$ cat config.mk
export PLATFORM = sky130hd
export DESIGN_NAME = decimal_integer_width_parser_unit
export DESIGN_NICKNAME = d
export VERILOG_FILES = /design/src/rtl/core/diwp_pkg.sv /design/src/rtl/core/decimal_integer_width_parser_unit.sv /design/src/rtl/core/diwp_accum.sv /design/src/rtl/core/diwp_out_stage.sv
export SDC_FILE = /design/constraint.sdc
export NUM_CORES = 1
export LEC_CHECK = 0
export BUFFER_PORTS_ARGS = -buffer_cell sky130_fd_sc_hd__buf_2
export CAP_MARGIN = 10
export CORE_MARGIN = 2
export CORE_UTILIZATION = 64
export CTS_CLUSTER_SIZE = 8
export DETAILED_ROUTE_END_ITERATION = 7
export GPL_TIMING_DRIVEN = 0
export PLACE_DENSITY = 0.83
export SLEW_MARGIN = 40
export SYNTH_ARGS = -nofsm -noshare
export SYNTH_HDL_FRONTEND = slang
export SYNTH_SLANG_ARGS = --single-unit
export TNS_END_PERCENT = 1
$ cat constraint.sdc
create_clock -name i_clk -period 15.4 [get_ports i_clk]
set_clock_uncertainty 0.1 [all_clocks]
set_input_delay 1.54 -clock i_clk [delete_from_list [all_inputs] [get_ports i_clk]]
set_output_delay 1.54 -clock i_clk [all_outputs]
set_load 0.05 [all_outputs]
$ cat src/rtl/core/diwp_pkg.sv
package diwp_pkg;

    localparam int unsigned CharWidth  = 8;
    localparam int unsigned ValueWidth = 64;
    localparam int unsigned DigitWidth = 4;
    localparam int unsigned ProdWidth  = ValueWidth + DigitWidth;
    localparam int unsigned OutWidth   = 72;

    localparam logic [CharWidth-1:0] CHAR_ZERO  = 8'h30;
    localparam logic [CharWidth-1:0] CHAR_NINE  = 8'h39;
    localparam logic [CharWidth-1:0] CHAR_MINUS = 8'h2d;
    localparam logic [CharWidth-1:0] CHAR_PLUS  = 8'h2b;

    localparam logic [ValueWidth-1:0] INT64_POS_TOP = 64'h7fff_ffff_ffff_ffff;
    localparam logic [ValueWidth-1:0] INT64_NEG_TOP = 64'h8000_0000_0000_0000;

    typedef enum logic [1:0] {
        CLASS_INT8,
        CLASS_INT16,
        CLASS_INT32,
        CLASS_INT64
    } t_width_class;

    typedef enum logic [1:0] {
        STATUS_OK,
        STATUS_OVERFLOW,
        STATUS_BAD_CHAR
    } t_parse_status;

    typedef struct packed {
        logic [ValueWidth-1:0] int_value;
        t_width_class          width_class;
        t_parse_status         parse_status;
    } t_result;

    // Largest magnitude that still fits the given class for the given sign.
    function automatic logic [ValueWidth-1:0] class_limit(input logic minus,
                                                          input t_width_class cls);
        logic [ValueWidth-1:0] lim;
        case (cls)
            CLASS_INT8:  lim = minus ? 64'd128        : 64'd127;
            CLASS_INT16: lim = minus ? 64'd32768      : 64'd32767;
            CLASS_INT32: lim = minus ? 64'd2147483648 : 64'd2147483647;
            default:     lim = minus ? INT64_NEG_TOP  : INT64_POS_TOP;
        endcase
        return lim;
    endfunction

endpackage

$ cat src/rtl/core/decimal_integer_width_parser_unit.sv
// Decimal integer parser: turns a stream of ASCII characters into a signed
// 64-bit value together with the narrowest signed width class that holds it.
// The slave channel carries one character per beat in tdata, and tlast marks
// the final character of a number. The master channel carries one beat per
// number: the value, the width class (int8, int16, int32, int64) and a status
// (ok, beyond the int64 range, or a bad character seen, which takes priority).
// A character is taken into an input register and worked on by the accumulator,
// and the result of a final character is loaded into the output register, from
// which it is offered on the master channel.
// One character is accepted every cycle unless a final one waits; the rate is
// set by the multiply-by-ten and limit compare in the accumulator.
// When the receiver stalls, the output register holds its beat; characters
// that are not final still flow on, and a final character waits in the input
// register until the output register is free, which then holds tready low.
// Reset clears the accumulator, the sign, the class and both sticky flags,
// and empties both registers; the state is cleared again after every number.
module decimal_integer_width_parser_unit
    import diwp_pkg::*;
(
    input  logic                 i_clk,
    input  logic                 i_rst_n,
    input  logic                 i_s_tvalid,
    output logic                 o_s_tready,
    input  logic [CharWidth-1:0] i_s_tdata,  // [7:0] text_char
    input  logic                 i_s_tlast,  // is_last
    output logic                 o_m_tvalid,
    input  logic                 i_m_tready,
    output logic [OutWidth-1:0]  o_m_tdata   // [63:0] int_value, [65:64] width_class,
                                             // [67:66] parse_status
);

    logic                 r_in_valid;
    logic [CharWidth-1:0] r_in_char;
    logic                 r_in_last;

    logic    out_busy;
    logic    step;
    t_result result;

    assign step       = r_in_valid && !(r_in_last && out_busy);
    assign o_s_tready = !r_in_valid || step;

    always_ff @(posedge i_clk) begin
        if (!i_rst_n) begin
            r_in_valid <= 1'b0;
        end else if (o_s_tready) begin
            r_in_valid <= i_s_tvalid;
        end
    end

    always_ff @(posedge i_clk) begin
        if (o_s_tready && i_s_tvalid) begin
            r_in_char <= i_s_tdata;
            r_in_last <= i_s_tlast;
        end
    end

    diwp_accum u_accum (
        .i_clk    (i_clk),
        .i_rst_n  (i_rst_n),
        .i_step   (step),
        .i_char   (r_in_char),
        .i_last   (r_in_last),
        .o_result (result)
    );

    diwp_out_stage u_out (
        .i_clk      (i_clk),
        .i_rst_n    (i_rst_n),
        .i_load     (step && r_in_last),
        .i_result   (result),
        .o_busy     (out_busy),
        .o_m_tvalid (o_m_tvalid),
        .i_m_tready (i_m_tready),
        .o_m_tdata  (o_m_tdata)
    );

endmodule

$ cat src/rtl/core/diwp_accum.sv
module diwp_accum
    import diwp_pkg::*;
(
    input  logic                 i_clk,
    input  logic                 i_rst_n,
    input  logic                 i_step,
    input  logic [CharWidth-1:0] i_char,
    input  logic                 i_last,
    output t_result              o_result
);

    logic [ValueWidth-1:0] r_mag;
    logic                  r_minus;
    t_width_class          r_class;
    logic                  r_ovf;
    logic                  r_bad;

    logic [ValueWidth-1:0] n_mag;
    logic                  n_minus;
    t_width_class          n_class;
    logic                  n_ovf;
    logic                  n_bad;

    logic                  is_digit;
    logic [DigitWidth-1:0] digit;
    logic [ProdWidth-1:0]  prod;
    logic [ValueWidth-1:0] top;

    always_comb begin
        is_digit = (i_char >= CHAR_ZERO) && (i_char <= CHAR_NINE);
        digit    = DigitWidth'(i_char - CHAR_ZERO);
        prod     = ({{DigitWidth{1'b0}}, r_mag} << 3) + ({{DigitWidth{1'b0}}, r_mag} << 1)
                 + {{ValueWidth{1'b0}}, digit};
        top      = r_minus ? INT64_NEG_TOP : INT64_POS_TOP;

        n_mag   = r_mag;
        n_minus = r_minus;
        n_class = r_class;
        n_ovf   = r_ovf;
        n_bad   = r_bad;

        if (i_char == CHAR_MINUS) begin
            n_minus = 1'b1;
        end else if (i_char == CHAR_PLUS) begin
            n_minus = r_minus;
        end else if (is_digit) begin
            if (!r_ovf) begin
                if (r_class != CLASS_INT64) begin
                    n_mag = prod[ValueWidth-1:0];
                    if (n_mag > class_limit(r_minus, r_class)) begin
                        n_class = t_width_class'(r_class + 2'd1);
                    end
                end else if (prod > {{DigitWidth{1'b0}}, top}) begin
                    n_ovf = 1'b1;
                end else begin
                    n_mag = prod[ValueWidth-1:0];
                end
            end
        end else begin
            n_bad = 1'b1;
        end

        if (n_bad) begin
            o_result.int_value    = '0;
            o_result.width_class  = CLASS_INT8;
            o_result.parse_status = STATUS_BAD_CHAR;
        end else if (n_ovf) begin
            o_result.int_value    = '0;
            o_result.width_class  = CLASS_INT8;
            o_result.parse_status = STATUS_OVERFLOW;
        end else begin
            o_result.int_value    = n_minus ? (~n_mag + 64'd1) : n_mag;
            o_result.width_class  = n_class;
            o_result.parse_status = STATUS_OK;
        end
    end

    always_ff @(posedge i_clk) begin
        if (!i_rst_n) begin
            r_mag   <= '0;
            r_minus <= 1'b0;
            r_class <= CLASS_INT8;
            r_ovf   <= 1'b0;
            r_bad   <= 1'b0;
        end else if (i_step) begin
            if (i_last) begin
                r_mag   <= '0;
                r_minus <= 1'b0;
                r_class <= CLASS_INT8;
                r_ovf   <= 1'b0;
                r_bad   <= 1'b0;
            end else begin
                r_mag   <= n_mag;
                r_minus <= n_minus;
                r_class <= n_class;
                r_ovf   <= n_ovf;
                r_bad   <= n_bad;
            end
        end
    end

endmodule

$ cat src/rtl/core/diwp_out_stage.sv
module diwp_out_stage
    import diwp_pkg::*;
(
    input  logic                i_clk,
    input  logic                i_rst_n,
    input  logic                i_load,
    input  t_result             i_result,
    output logic                o_busy,
    output logic                o_m_tvalid,
    input  logic                i_m_tready,
    output logic [OutWidth-1:0] o_m_tdata
);

    logic    r_valid;
    t_result r_result;

    always_ff @(posedge i_clk) begin
        if (!i_rst_n) begin
            r_valid <= 1'b0;
        end else if (i_load) begin
            r_valid <= 1'b1;
        end else if (i_m_tready) begin
            r_valid <= 1'b0;
        end
    end

    always_ff @(posedge i_clk) begin
        if (i_load) begin
            r_result <= i_result;
        end
    end

    assign o_busy     = r_valid && !i_m_tready;
    assign o_m_tvalid = r_valid;
    assign o_m_tdata  = {{(OutWidth - $bits(t_result)){1'b0}},
                         r_result.parse_status, r_result.width_class, r_result.int_value};

endmodule

==> run_results.csv <==
group,metric,value,unit
status,status,"finished, violations left",
status,violations,"DRC",
logic_synthesis,synth.avg_cell_area,8.27,sq um
logic_synthesis,synth_fa_ha_area_frac,0.185,
detailed_routing,top_layer,"met4",
die,fp.coreArea,0.0268,sq mm
die,pin_count,87,
logic_synthesis,synth-seq-cells,148,
final_layout,syn_to_final_growth,9.40,%
detailed_routing,detail_route.iter0.violations,1965,
logic_synthesis,synth-xor-area-share,0.0510,
power_and_ir_drop,powerDensity,48.4,mW/mm^2
final_layout,final_area,0.0190,sq mm
min_path,min_path_cells,2,
timing,worst_pin_slew,873,ps
detailed_routing,vias_per_cell,6.98,
setup_path,rr_startpoint,"r_in_char[3]",
setup_path,crit_top_cell,"o21ai_0",
detailed_routing,drtAntennaViolNets,0,
timing,fmax,0.0916,GHz
logic_synthesis,synthSimpleGateAreaFrac,0.238,
timing,fin_crit,10920,ps
clocking,cts_buffer_depth,2,
min_path,hold-path-endpoint,"u_accum.r_bad",
clocking,cts.repair.resized,0,
logic_synthesis,synth_edf_count,77,
clocking,post_cts_buffers,0,
clocking,htreeDepth,4,
detailed_routing,vias,17800,
grt,first_global_vias,16600,
detailed_routing,routedWlPerCell,23.6,microns
clocking,clock_latency,450,ps
final_layout,num_antenna_cells,0,
detailed_routing,routed_wl,60300,microns
clocking,cts_hold_buf,0,
final_layout,ff_latch_area,0.00374,sq mm
setup_path,required,15480,ps
power_and_ir_drop,ir_worst_vdd,0.0812,mV
detailed_routing,detail_route.first_pass.iterations,8,
final_layout,multi_input_area,0.0132,sq mm
clocking,clkSinkCount,148,
timing,setup_tns,0,ps
die,fp.dieW,169,microns
setup_path,endpoint_kind,"flop",
setup_path,critPathLaunchType,"flop",
grt,grt_pass1_wl,92400,microns
final_layout,layout_common_cells,"254 x ha_1, 177 x nand2_1, 172 x nor2_1",
clocking,clkSlewWorstSetupHoldPaths,60,ps
clocking,cts_tree,"built",
timing,maxSlewHeadroom,0.414,
detailed_routing,wl_met2,25400,microns
logic_synthesis,synth-compound-area-share,0.228,
grt,grt_remaining_overflow,0,
clocking,cts-buffers-inserted,17,
detailed_routing,wl_met3,7460,microns
flow_run,cap_violations,0,
setup_path,cp_max_fo,10,
timing,final_max_slew_viol_count,0,
logic_synthesis,synth_top_family_by_area,"simple AND/OR/NAND/NOR gates",
min_path,hold_path_class,"reg2reg",
logic_synthesis,async_flop_share,0,
detailed_routing,post-route-drc-count,2,
detailed_routing,routedLengthMet1,24600,microns
setup_path,reg2reg_depth,31,
placed_design,dpl_cell_area,0.0183,sq mm
timing,setup_viol,0,
setup_path,arrival,11000,ps
timing,period_share,0.709,
final_layout,drive_gt1_frac,0.106,
die,die_h,169,microns
logic_synthesis,synthMuxAreaShare,0.0458,
setup_path,worst-setup-path-type,"reg2reg",
final_layout,layout_commonest_cell,"ha_1",
timing,finalHoldViolCount,0,
placed_design,gp_congestion,1.04,
logic_synthesis,synth.distinct_cells,102,
grt,grt_max_degree,48,
setup_path,critPathMaxStageDelay,600,ps
setup_path,slowest_stage,"fa_1",
clocking,cts_root_buffer,"clkbuf_16",
logic_synthesis,ys_warn_count,0,
setup_path,r2r-end,"u_out.o_m_tdata[56]",
grt,antenna_found_initial,0,
logic_synthesis,synth_cells,2098,
logic_synthesis,syn_area,0.0174,sq mm
power_and_ir_drop,power.leakage,8.46,nW
placed_design,io_buffers,81,
die,dieArea,0.0285,sq mm
logic_synthesis,synth-seq-area-share,0.215,
setup_path,rrSetupSlack,4480,ps
final_layout,fillers,2222,
final_layout,nets,2473,
die,num_rows,60,
die,start_util,0.648,
timing,rsz0062_at_grt,"false",
logic_synthesis,synth_top_flop_cell,"edfxtp_1",
placed_design,dpl.hpwl,48700,microns
min_path,hp-start,"u_accum.r_bad",
grt,gr-usage-all-layers,0.416,
## layout make-up
class                           instances  share of cell area
Sequential cell                       148               0.197
Buffer                                101              0.0262
Multi-Input combinational cell       1817               0.692
Clock buffer                           17              0.0224
Timing Repair Buffer                   84              0.0237
Inverter                               35             0.00692
Tap cell                              341              0.0225
Clock inverter                         15             0.00896
## state kept, by name, summed over array words and instances, names as in the netlist
name / flops
r_in_char: 8
r_in_last: 1
r_in_valid: 1
u_accum.r_bad: 1
u_accum.r_class: 2
u_accum.r_mag: 64
u_accum.r_minus: 1
u_accum.r_ovf: 1
u_out.o_m_tdata: 68
u_out.o_m_tvalid: 1
## synthesized netlist by cell type (7+ instances only)
library cell,instances,area share
a211oi_1,20,0.0086
edfxtp_1,77,0.13
nand4_1,47,0.017
inv_1,35,0.0076
xor2_1,48,0.024
nor4_1,28,0.010
nor3_1,60,0.017
or3_1,38,0.014
o31ai_1,32,0.014
nand2b_1,15,0.0054
or2_2,9,0.0032
dfxtp_1,71,0.082
o21ai_0,125,0.036
a31oi_1,21,0.0076
clkbuf_1,61,0.013
nor2_1,172,0.037
xnor2_1,53,0.027
and3_1,15,0.0054
nor2b_1,43,0.015
a41oi_1,7,0.0035
ha_1,254,0.18
and2_1,63,0.023
nand3_1,47,0.014
and4_1,16,0.0081
nand2_1,178,0.038
a21oi_1,151,0.044
o21bai_1,7,0.0030
o21a_1,17,0.0074
buf_2,20,0.0058
a21o_1,47,0.020
buf_4,15,0.0065
a22oi_1,32,0.014
a221oi_1,7,0.0035
o211ai_1,16,0.0069
o21ai_1,10,0.0029
mux2i_1,70,0.040
a21boi_0,11,0.0048
or4_1,15,0.0065
## routing by layer
layer	GRT usage	vias up
met2	0.633	1132
li1	-	8180
met5	0	-
met4	0.188	0
met1	0.570	8328
met3	0.0856	206
## report_power, final
group	leakage (nW)	total, mW	switching (mW)	internal (mW)
Combinational	6.86	0.0661	0.0497	0.0164
Sequential	1.31	0.421	0.00255	0.418
Clock	0.288	0.433	0.189	0.243
Total	8.46	0.920	0.242	0.678
## through the flow
stage               std cells  hold slack [ps]  utilization  setup slack [ps]  total power, mW
finish                   2558              399        0.709              4480            0.920
global route             2558              433        0.709              4070            0.932
CTS                      2557              391        0.706              4910            0.912
detailed placement       2525              382        0.684              4890            0.493
global placement         2523              378        0.679              5040            0.492
floorplan                2101              368            -              7480            0.475
## cells by family (layout without fill, tap and decap cells)
kind of cell             Yosys count  in the layout
AND/OR/NAND/NOR                  785            785
AO/OA/AOI/OAI                    593            593
adder cells (fa/ha/maj)          256            256
flip-flops                       148            148
buffers and inverters            136            252
XOR/XNOR                         101            101
multiplexers                      78             78
other                              1              4
## worst max-delay path: cells and delay by family (launching register included)
| kind | cells | cell delay (ps) |
|---|---|---|
| AND/OR/NAND/NOR | 7 | 2100 |
| XOR/XNOR | 2 | 830 |
| flip-flops | 1 | 480 |
| buffers and inverters | 4 | 1090 |
| multiplexers | 1 | 370 |
| AO/OA/AOI/OAI | 13 | 3950 |
| adder cells (fa/ha/maj) | 4 | 1710 |
## worst max-delay path by stage
stage,start,end,slack (ps),depth (start not counted)
finish,r_in_char[3],u_out.o_m_tdata[56],4480,31
global route,r_in_char[3],u_out.o_m_tdata[56],4070,31
CTS,r_in_char[3],u_out.o_m_tdata[56],4910,31
detailed placement,r_in_char[3],u_out.o_m_tdata[56],4890,31
global placement,r_in_char[3],u_out.o_m_tdata[56],5040,31
floorplan,r_in_char[3],u_out.o_m_tdata[56],7480,31
Note: power is estimated with default switching activity, not from simulation.
